[config.mk]
export PLATFORM = sky130hd
export DESIGN_NAME = tof_sensor_init_and_range_sequencer_flat
export DESIGN_NICKNAME = d
export VERILOG_FILES = /design/src/tofseq_pkg.sv /design/src/tofseq_in_if.sv /design/src/tofseq_out_if.sv /design/src/tof_sensor_init_and_range_sequencer.sv /design/src/tofseq_step.sv /design/src/flat_wrapper.sv
export SDC_FILE = /design/constraint.sdc
export NUM_CORES = 1
export LEC_CHECK = 0
export BUFFER_PORTS_ARGS = -buffer_cell sky130_fd_sc_hd__clkbuf_2
export CAP_MARGIN = 20
export CORE_UTILIZATION = 47
export CTS_BUF_LIST = sky130_fd_sc_hd__clkbuf_4
export DETAILED_ROUTE_END_ITERATION = 6
export GPL_TIMING_DRIVEN = 0
export PLACE_DENSITY_LB_ADDON = 0.1
export SYNTH_ARGS = -nofsm -noshare
export SYNTH_HDL_FRONTEND = slang
export SYNTH_SLANG_ARGS = --single-unit
export TNS_END_PERCENT = 5
[constraint.sdc]
create_clock -name clk -period 3.4 [get_ports clk]
set_input_delay 0.17 -clock clk [delete_from_list [all_inputs] [get_ports clk]]
set_output_delay 0.17 -clock clk [all_outputs]
set_load 0.03 [all_outputs]
[src/tofseq_pkg.sv]
`default_nettype none

package tofseq_pkg;

	// sequence phases
	typedef enum logic [3:0] {
		PH_DEFAULTS = 4'd0,
		PH_RUN_ON   = 4'd1,
		PH_ASK_POL  = 4'd2,
		PH_GOT_POL  = 4'd3,
		PH_GOT_STAT = 4'd4,
		PH_HALT     = 4'd5,
		PH_TMO_A    = 4'd6,
		PH_TMO_B    = 4'd7,
		PH_ASK_ID   = 4'd8,
		PH_GOT_ID   = 4'd9,
		PH_DIST     = 4'd10
	} phase_t;

	// bus command codes
	typedef enum logic [1:0] {
		KIND_NONE  = 2'd0,
		KIND_WRITE = 2'd1,
		KIND_READ  = 2'd2
	} kind_t;

	// input opcodes
	localparam logic OP_START = 1'b0;
	localparam logic OP_DONE  = 1'b1;

	// default block range
	localparam logic [7:0] FIRST_DEFAULT = 8'h2D;
	localparam logic [7:0] LAST_DEFAULT  = 8'h87;

	// sensor registers and values
	localparam logic [15:0] ADDR_INT_CLEAR = 16'h0086;
	localparam logic [15:0] ADDR_MODE      = 16'h0087;
	localparam logic [15:0] ADDR_POLARITY  = 16'h0030;
	localparam logic [15:0] ADDR_STATUS    = 16'h0031;
	localparam logic [15:0] ADDR_TMO_A     = 16'h0008;
	localparam logic [15:0] ADDR_TMO_B     = 16'h000B;
	localparam logic [15:0] ADDR_MODEL_ID  = 16'h010F;
	localparam logic [15:0] ADDR_DISTANCE  = 16'h0096;
	localparam logic [7:0]  VAL_INT_CLEAR  = 8'h01;
	localparam logic [7:0]  VAL_RANGE_ON   = 8'h40;
	localparam logic [7:0]  VAL_RANGE_OFF  = 8'h00;
	localparam logic [7:0]  VAL_TMO_A      = 8'h09;
	localparam logic [7:0]  VAL_TMO_B      = 8'h00;

	typedef struct packed {
		logic       opcode;
		logic [7:0] rx_first_byte;
		logic [7:0] rx_second_byte;
		logic       engine_refuses;
	} item_t;

	typedef struct packed {
		logic [1:0]  command_kind;
		logic [15:0] register_address;
		logic [7:0]  write_value;
		logic [1:0]  read_count;
		logic        distance_valid;
		logic [15:0] distance_mm;
		logic        command_error;
	} res_t;

	// default register contents, entries not listed are zero
	function automatic logic [7:0] default_rom(input logic [6:0] idx);
		logic [7:0] v;
		case (idx)
			7'd1, 7'd2, 7'd3, 7'd11, 7'd12, 7'd44, 7'd49, 7'd52, 7'd55, 7'd74,
			7'd88: v = 8'h01;
			7'd4, 7'd6, 7'd29, 7'd81: v = 8'h02;
			7'd7, 7'd9, 7'd46, 7'd59: v = 8'h08;
			7'd10: v = 8'h10;
			7'd17, 7'd43, 7'd83: v = 8'hff;
			7'd19, 7'd51, 7'd65, 7'd75: v = 8'h0f;
			7'd25: v = 8'h20;
			7'd26: v = 8'h0b;
			7'd30: v = 8'h0a;
			7'd31: v = 8'h21;
			7'd34: v = 8'h05;
			7'd39: v = 8'hc8;
			7'd42: v = 8'h38;
			7'd50: v = 8'hdb;
			7'd53: v = 8'hf1;
			7'd54, 7'd76: v = 8'h0d;
			7'd56: v = 8'h68;
			7'd58: v = 8'h80;
			7'd60: v = 8'hb8;
			7'd66: v = 8'h89;
			7'd77, 7'd78: v = 8'h0e;
			7'd82: v = 8'hc7;
			7'd84: v = 8'h9b;
			default: v = 8'h00;
		endcase
		return v;
	endfunction

endpackage

`default_nettype wire

[src/tofseq_in_if.sv]
`default_nettype none

interface tofseq_in_if;
	logic       valid;
	logic       ready;
	logic       opcode;
	logic [7:0] rx_first_byte;
	logic [7:0] rx_second_byte;
	logic       engine_refuses;

	modport source (output valid, opcode, rx_first_byte, rx_second_byte, engine_refuses,
		input ready);
	modport sink (input valid, opcode, rx_first_byte, rx_second_byte, engine_refuses,
		output ready);
endinterface

`default_nettype wire

[src/tofseq_out_if.sv]
`default_nettype none

interface tofseq_out_if;
	logic        valid;
	logic        ready;
	logic [1:0]  command_kind;
	logic [15:0] register_address;
	logic [7:0]  write_value;
	logic [1:0]  read_count;
	logic        distance_valid;
	logic [15:0] distance_mm;
	logic        command_error;

	modport source (output valid, command_kind, register_address, write_value, read_count,
		distance_valid, distance_mm, command_error, input ready);
	modport sink (input valid, command_kind, register_address, write_value, read_count,
		distance_valid, distance_mm, command_error, output ready);
endinterface

`default_nettype wire

[src/tof_sensor_init_and_range_sequencer.sv]
// Bring-up sequencer for a ranging sensor. Each input beat is a start (rewind and
// issue the first command) or a transfer-done notice carrying the bytes of the last
// read; each one yields exactly one result beat holding the next bus command, a
// refusal flag, or in the final phase the assembled distance. One beat is taken per
// clock cycle unless the result side stalls; a beat passes an input register, one step
// of sequencer logic (phase decode, default-value ROM lookup and state update) and a
// result register, which holds its result until the result side takes it.
`default_nettype none

module tof_sensor_init_and_range_sequencer (
	input wire           clk,
	input wire           arst_n,
	tofseq_in_if.sink    item,
	tofseq_out_if.source result
);

	logic               vld_s1;
	tofseq_pkg::item_t  item_s1;
	logic               vld_s2;
	tofseq_pkg::res_t   res_s2;
	tofseq_pkg::res_t   res_d;
	logic               adv;
	logic               take;

	assign adv       = vld_s1 && (!vld_s2 || result.ready);
	assign item.ready = !vld_s1 || adv;
	assign take      = item.valid && item.ready;

	// input register
	always_ff @(posedge clk or negedge arst_n) begin
		if (!arst_n) begin
			vld_s1 <= 1'b0;
		end else if (item.ready) begin
			vld_s1 <= item.valid;
		end
	end

	always_ff @(posedge clk) begin
		if (take) begin
			item_s1 <= '{opcode: item.opcode, rx_first_byte: item.rx_first_byte,
				rx_second_byte: item.rx_second_byte, engine_refuses: item.engine_refuses};
		end
	end

	tofseq_step u_step (
		.clk    (clk),
		.arst_n (arst_n),
		.en     (adv),
		.item   (item_s1),
		.res    (res_d)
	);

	// result register
	always_ff @(posedge clk or negedge arst_n) begin
		if (!arst_n) begin
			vld_s2 <= 1'b0;
		end else if (!vld_s2 || result.ready) begin
			vld_s2 <= vld_s1;
		end
	end

	always_ff @(posedge clk) begin
		if (adv) begin
			res_s2 <= res_d;
		end
	end

	assign result.valid            = vld_s2;
	assign result.command_kind     = res_s2.command_kind;
	assign result.register_address = res_s2.register_address;
	assign result.write_value      = res_s2.write_value;
	assign result.read_count       = res_s2.read_count;
	assign result.distance_valid   = res_s2.distance_valid;
	assign result.distance_mm      = res_s2.distance_mm;
	assign result.command_error    = res_s2.command_error;

	// a refused beat carries no command
	assert property (@(posedge clk) disable iff (!arst_n)
		result.valid && result.command_error |->
			result.command_kind == 2'(tofseq_pkg::KIND_NONE) && !result.distance_valid)
		else $error("refused beat carries a command");

	// read count is set exactly for reads
	assert property (@(posedge clk) disable iff (!arst_n)
		result.valid |->
			((result.command_kind == 2'(tofseq_pkg::KIND_READ)) == (result.read_count != 2'd0)))
		else $error("read count does not match command kind");

	// distance reports come with no command
	assert property (@(posedge clk) disable iff (!arst_n)
		result.valid && result.distance_valid |->
			result.command_kind == 2'(tofseq_pkg::KIND_NONE))
		else $error("distance beat carries a command");

	// a stalled stage one beat is not lost
	assert property (@(posedge clk) disable iff (!arst_n)
		vld_s1 && !adv |=> vld_s1)
		else $error("stalled beat dropped");

endmodule

`default_nettype wire

[src/tofseq_step.sv]
`default_nettype none

module tofseq_step (
	input  wire                clk,
	input  wire                arst_n,
	input  wire                en,
	input  wire tofseq_pkg::item_t item,
	output tofseq_pkg::res_t   res
);

	tofseq_pkg::phase_t phase_q, phase_d, phase_cur;
	logic [7:0]         ndr_q, ndr_d, ndr_cur;
	logic               pol_q, pol_d;
	logic               issued;
	logic               has_cmd;
	logic               status_ready;
	tofseq_pkg::kind_t  kind;
	logic [15:0]        addr;
	logic [7:0]         wval;
	logic [1:0]         rcnt;
	logic [6:0]         rom_idx;

	// a start beat rewinds before the phase is looked at
	always_comb begin
		if (item.opcode == tofseq_pkg::OP_START) begin
			phase_cur = tofseq_pkg::PH_DEFAULTS;
			ndr_cur   = tofseq_pkg::FIRST_DEFAULT;
		end else begin
			phase_cur = phase_q;
			ndr_cur   = ndr_q;
		end
	end

	assign rom_idx      = 7'(ndr_cur - tofseq_pkg::FIRST_DEFAULT);
	assign status_ready = (item.rx_first_byte[0] == pol_q);
	assign issued       = !item.engine_refuses;

	// command for the current phase
	always_comb begin
		has_cmd = 1'b1;
		kind    = tofseq_pkg::KIND_NONE;
		addr    = '0;
		wval    = '0;
		rcnt    = '0;
		case (phase_cur)
			tofseq_pkg::PH_DEFAULTS: begin
				kind = tofseq_pkg::KIND_WRITE;
				if (ndr_cur > tofseq_pkg::LAST_DEFAULT) begin
					addr = tofseq_pkg::ADDR_INT_CLEAR;
					wval = tofseq_pkg::VAL_INT_CLEAR;
				end else begin
					addr = {8'h00, ndr_cur};
					wval = tofseq_pkg::default_rom(rom_idx);
				end
			end
			tofseq_pkg::PH_RUN_ON: begin
				kind = tofseq_pkg::KIND_WRITE;
				addr = tofseq_pkg::ADDR_MODE;
				wval = tofseq_pkg::VAL_RANGE_ON;
			end
			tofseq_pkg::PH_ASK_POL: begin
				kind = tofseq_pkg::KIND_READ;
				addr = tofseq_pkg::ADDR_POLARITY;
				rcnt = 2'd1;
			end
			tofseq_pkg::PH_GOT_POL: begin
				kind = tofseq_pkg::KIND_READ;
				addr = tofseq_pkg::ADDR_STATUS;
				rcnt = 2'd1;
			end
			tofseq_pkg::PH_GOT_STAT: begin
				if (status_ready) begin
					kind = tofseq_pkg::KIND_WRITE;
					addr = tofseq_pkg::ADDR_INT_CLEAR;
					wval = tofseq_pkg::VAL_INT_CLEAR;
				end else begin
					kind = tofseq_pkg::KIND_READ;
					addr = tofseq_pkg::ADDR_POLARITY;
					rcnt = 2'd1;
				end
			end
			tofseq_pkg::PH_HALT: begin
				kind = tofseq_pkg::KIND_WRITE;
				addr = tofseq_pkg::ADDR_MODE;
				wval = tofseq_pkg::VAL_RANGE_OFF;
			end
			tofseq_pkg::PH_TMO_A: begin
				kind = tofseq_pkg::KIND_WRITE;
				addr = tofseq_pkg::ADDR_TMO_A;
				wval = tofseq_pkg::VAL_TMO_A;
			end
			tofseq_pkg::PH_TMO_B: begin
				kind = tofseq_pkg::KIND_WRITE;
				addr = tofseq_pkg::ADDR_TMO_B;
				wval = tofseq_pkg::VAL_TMO_B;
			end
			tofseq_pkg::PH_ASK_ID: begin
				kind = tofseq_pkg::KIND_READ;
				addr = tofseq_pkg::ADDR_MODEL_ID;
				rcnt = 2'd2;
			end
			tofseq_pkg::PH_GOT_ID: begin
				kind = tofseq_pkg::KIND_READ;
				addr = tofseq_pkg::ADDR_DISTANCE;
				rcnt = 2'd2;
			end
			default: has_cmd = 1'b0;
		endcase
	end

	// result beat: issued command, refused command or distance report
	always_comb begin
		res = '0;
		if (phase_cur == tofseq_pkg::PH_DIST) begin
			res.distance_valid = 1'b1;
			res.distance_mm    = {item.rx_first_byte, item.rx_second_byte};
		end else if (has_cmd) begin
			if (issued) begin
				res.command_kind     = 2'(kind);
				res.register_address = addr;
				res.write_value      = wval;
				res.read_count       = rcnt;
			end else begin
				res.command_error = 1'b1;
			end
		end
	end

	// next state
	always_comb begin
		phase_d = phase_cur;
		ndr_d   = ndr_cur;
		pol_d   = pol_q;
		if (phase_cur == tofseq_pkg::PH_GOT_POL) begin
			pol_d = !item.rx_first_byte[4];
		end
		if (issued) begin
			case (phase_cur)
				tofseq_pkg::PH_DEFAULTS: begin
					if (ndr_cur > tofseq_pkg::LAST_DEFAULT) begin
						phase_d = tofseq_pkg::PH_RUN_ON;
					end else begin
						ndr_d = ndr_cur + 8'd1;
					end
				end
				tofseq_pkg::PH_RUN_ON:   phase_d = tofseq_pkg::PH_ASK_POL;
				tofseq_pkg::PH_ASK_POL:  phase_d = tofseq_pkg::PH_GOT_POL;
				tofseq_pkg::PH_GOT_POL:  phase_d = tofseq_pkg::PH_GOT_STAT;
				tofseq_pkg::PH_GOT_STAT: begin
					phase_d = status_ready ? tofseq_pkg::PH_HALT : tofseq_pkg::PH_GOT_POL;
				end
				tofseq_pkg::PH_HALT:     phase_d = tofseq_pkg::PH_TMO_A;
				tofseq_pkg::PH_TMO_A:    phase_d = tofseq_pkg::PH_TMO_B;
				tofseq_pkg::PH_TMO_B:    phase_d = tofseq_pkg::PH_ASK_ID;
				tofseq_pkg::PH_ASK_ID:   phase_d = tofseq_pkg::PH_GOT_ID;
				tofseq_pkg::PH_GOT_ID:   phase_d = tofseq_pkg::PH_DIST;
				default:                 phase_d = phase_cur;
			endcase
		end
	end

	// sequencer state
	always_ff @(posedge clk or negedge arst_n) begin
		if (!arst_n) begin
			phase_q <= tofseq_pkg::PH_DEFAULTS;
			ndr_q   <= tofseq_pkg::FIRST_DEFAULT;
			pol_q   <= 1'b0;
		end else if (en) begin
			phase_q <= phase_d;
			ndr_q   <= ndr_d;
			pol_q   <= pol_d;
		end
	end

endmodule

`default_nettype wire

[src/flat_wrapper.sv]
// flat-port wrapper written by rule: the top's interface ports become plain ports
module tof_sensor_init_and_range_sequencer_flat 
  (clk, arst_n, item_valid, item_opcode, item_rx_first_byte, item_rx_second_byte, item_engine_refuses, item_ready, result_valid, result_command_kind, result_register_address, result_write_value, result_read_count, result_distance_valid, result_distance_mm, result_command_error, result_ready);
  tofseq_in_if item_i ();
  tofseq_out_if result_i ();
  input wire clk;
  input wire arst_n;
  input wire logic [$bits(item_i.valid)-1:0] item_valid;
  input wire logic [$bits(item_i.opcode)-1:0] item_opcode;
  input wire logic [$bits(item_i.rx_first_byte)-1:0] item_rx_first_byte;
  input wire logic [$bits(item_i.rx_second_byte)-1:0] item_rx_second_byte;
  input wire logic [$bits(item_i.engine_refuses)-1:0] item_engine_refuses;
  output wire logic [$bits(item_i.ready)-1:0] item_ready;
  output wire logic [$bits(result_i.valid)-1:0] result_valid;
  output wire logic [$bits(result_i.command_kind)-1:0] result_command_kind;
  output wire logic [$bits(result_i.register_address)-1:0] result_register_address;
  output wire logic [$bits(result_i.write_value)-1:0] result_write_value;
  output wire logic [$bits(result_i.read_count)-1:0] result_read_count;
  output wire logic [$bits(result_i.distance_valid)-1:0] result_distance_valid;
  output wire logic [$bits(result_i.distance_mm)-1:0] result_distance_mm;
  output wire logic [$bits(result_i.command_error)-1:0] result_command_error;
  input wire logic [$bits(result_i.ready)-1:0] result_ready;
  assign item_i.valid = item_valid;
  assign item_i.opcode = item_opcode;
  assign item_i.rx_first_byte = item_rx_first_byte;
  assign item_i.rx_second_byte = item_rx_second_byte;
  assign item_i.engine_refuses = item_engine_refuses;
  assign item_ready = item_i.ready;
  assign result_valid = result_i.valid;
  assign result_command_kind = result_i.command_kind;
  assign result_register_address = result_i.register_address;
  assign result_write_value = result_i.write_value;
  assign result_read_count = result_i.read_count;
  assign result_distance_valid = result_i.distance_valid;
  assign result_distance_mm = result_i.distance_mm;
  assign result_command_error = result_i.command_error;
  assign result_i.ready = result_ready;
  tof_sensor_init_and_range_sequencer u_core (.clk(clk), .arst_n(arst_n), .item(item_i), .result(result_i));
endmodule
==> flow_metrics.tcl <==
set metrics [dict create \
    grt_pass1_wl_um 18690 \
    cts_root_buf "clkbuf_4" \
    clkTransAtPathRegs_ns 0.12 \
    antenna_left 0 \
    core_region_area_um2 8848 \
    final_area_um2 5248 \
    synth_area_um2 4363 \
    grt_max_degree 33 \
    final_core_util_pct 59.30 \
    track_usage_pct 24.54 \
    synth_ff_type "edfxtp_1" \
    place_congestion 0.9079 \
    seq_area_um2 2092 \
    tightest_slew_ns 0.8323 \
    hp-class "in -> reg" \
    boundaryPins 70 \
    grt_pass1_vias 3666 \
    post-dp-hpwl_um 7938 \
    fp-row-count 34 \
    drtIter0Drc 413 \
    seq_area_frac_synth_pct 47.95 \
    synthArstFlopShare_pct 20.83 \
    die_w_um 98.35 \
    post_drt_wl_per_cell_um 17.39 \
    vias 3930 \
    placed_cell_area_um2 4852 \
    rsz0062_at_grt "false" \
    areaGrowthSynthToFinish_pct 20.28 \
    multi_input_area_um2 2049 \
    setup_viol 0 \
    syn_inst 449 \
    yosys.cell_types.count 72 \
    stdcell_count 662 \
    violations "DRC" \
    ys_ff_latch 72 \
    htree_levels 3 \
    pre_cts_ws_ns -0.2629 \
    clock_skew_ns 0.01795 \
    power_density_nw_per_um2 632.4 \
    hold_viol_final 0 \
    drv_cap 0 \
    io_buffers 62 \
    slew_headroom_pct 44.52 \
    cp_max_fo 10 \
    slew_viol_final 0 \
    syn_avg_cell_area_um2 9.717 \
    drive_above_1_share_pct 22.74 \
    start_util_pct 49.31 \
    critPathArrivalTime_ns 3.36 \
    fin_nets 579 \
    critPathRequiredTime_ns 3.55 \
    viasPerCell 5.937 \
    status "finished, violations left" \
    cts.sinks 72 \
    routed_wl_um 11510 \
    max_freq_mhz 311.3 \
    n_antenna_cell 0 \
    die_area_um2 9672 \
    cts_tree "yes" \
    grt.overflow.total 0 \
    place_inst 626 \
    cp-end-kind "flip-flop" \
    firstDrtPassIters 7 \
    clk_path_buf_depth 2 \
    leakagePower_nw 2.124 \
    die_h_um 98.35 \
    antenna_found_initial 0 \
    cp-start-kind "flip-flop" \
    yosysWarnings 0 \
    nFillCells 796 \
    post-route-period-util_pct 94.47 \
    ir_drop_uv 269.1 \
    clk_latency_ns 0.41 \
    criticalPathCategory "reg -> reg" \
    cts_inserted_buffers 9 \
    fin_crit_ns 3.212 \
    setup_ws_ns 0.1879 \
    remaining_drc_errors 4 \
    synth-edff-count 57 \
]
critical path, cell delays in order, from the launching register on:
cell	delay (ns)
edfxtp_1	0.39
clkbuf_4	0.22
buf_4	0.23
nand2_4	0.13
ha_1	0.21
buf_4	0.16
and3b_1	0.25
o221a_2	0.19
buf_2	0.20
nor2_1	0.15
o221a_2	0.31
a211oi_2	0.23
o32a_1	0.18
o32ai_1	0.09
cell usage in the layout (no fill, tap or decap), drive strengths merged, types with 6 or more instances in the layout:
cell type,instances
inv,13
nand2,46
nand2b,8
a22oi,6
a31oi,17
xnor2,7
o21ai,29
a21oi,29
dlygate4sd3,20
and2,22
conb,7
nor2,34
dfrtp,11
a211oi,7
nor2b,6
nand3,15
ha,8
edfxtp,57
clkbuf,98
nor3,7
and3,7
buf,20
per-stage QoR:
step / hold WS, ns / power, W / TNS, ns
floorplan: -0.1256 / 0.002256 / 0
global placement: 0.1236 / 0.002638 / -1.143
detailed placement: 0.1217 / 0.002634 / -0.7990
CTS: 0.03219 / 0.003264 / 0
global route: 0.05945 / 0.003515 / 0
finish: 0.03497 / 0.003319 / 0
flip-flops by register name (all words and copies together), names as in the netlist, 2 cells and up:
name and flops:
u_core.u_step.ndr_q 8, u_core.item_s1 18, u_core.result.command_kind 2, u_core.result.write_value 8, u_core.u_step.phase_q 4, u_core.result.distance_mm 16
u_core.result.register_address 9, u_core.result.read_count 2
synth_stat cells (8+ instances only):
master / instances / share of area, %
buf_2: 8 / 0.92
nor2_1: 34 / 2.9
and2_1: 20 / 2.9
o21ai_0: 28 / 3.2
buf_4: 9 / 1.5
nand2_1: 45 / 3.9
a31oi_1: 17 / 2.4
ha_1: 8 / 2.3
nand3_1: 15 / 1.7
dfrtp_1: 11 / 6.3
nand2b_1: 8 / 1.1
inv_1: 11 / 0.95
edfxtp_1: 57 / 39
a21oi_1: 29 / 3.3
clkbuf_1: 23 / 2.0
routing by layer:
metal,GRT usage (%),wire (um)
met3,4.868,973
met4,7.463,153
met1,33.87,5089
met2,39.11,5298
met5,0,0
logic make-up after synthesis:
group                    synth area share [%]
AO/OA/AOI/OAI                           21.14
XOR/XNOR                                2.380
adder cells (fa/ha/maj)                 2.294
buffers and inverters                   6.051
flip-flops                              47.95
multiplexers                            1.491
other                                 0.08595
AND/OR/NAND/NOR                         18.61
timing repair:
item,CTS,global route
hold endpoints to repair,34,0
hold buffers,20,0
buffers inserted,0,0
setup endpoints to repair,7,8
resized for setup,3,9
final timing paths:
path	start	endpoint	slack (ns)	depth (start not counted)
max	u_core.item_s1[17]$_DFFE_PP_	u_core.result.write_value[3]$_SDFFCE_PP0P_	0.19	13
min	result_ready	u_core.result.valid$_DFFE_PN0P_	0.03	3
max reg2reg	u_core.item_s1[17]$_DFFE_PP_	u_core.result.write_value[3]$_SDFFCE_PP0P_	0.19	13
min reg2reg	u_core.item_s1[13]$_DFFE_PP_	u_core.u_step.pol_q$_DFFE_PN0P_	0.49	1
max in group asynchronous	arst_n	u_core.u_step.ndr_q[5]$_DFFE_PN1P_	2.84	2
min in group asynchronous	arst_n	u_core.u_step.ndr_q[6]$_DFFE_PN0P_	0.21	2
report_power, final:
part,leakage [nW],switching [W],internal (W),total (W)
registers,0.746,0.0000689,0.00108,0.00114
clock network,0.0874,0.000303,0.000310,0.000613
logic,1.29,0.00103,0.000533,0.00156
total,2.12,0.00140,0.00192,0.00332
area by class of cell:
type                       instances  share of cell area [%]
sequential                        72                   39.87
multi-input combinational        327                   39.06
timing repair buffer              83                   10.11
buffer                            45                   4.459
tap                              108                   2.575
clock inverter                     6                   1.717
clock buffer                      10                   1.431
inverter                          11                  0.7868
(Power assumes the default switching activity.)
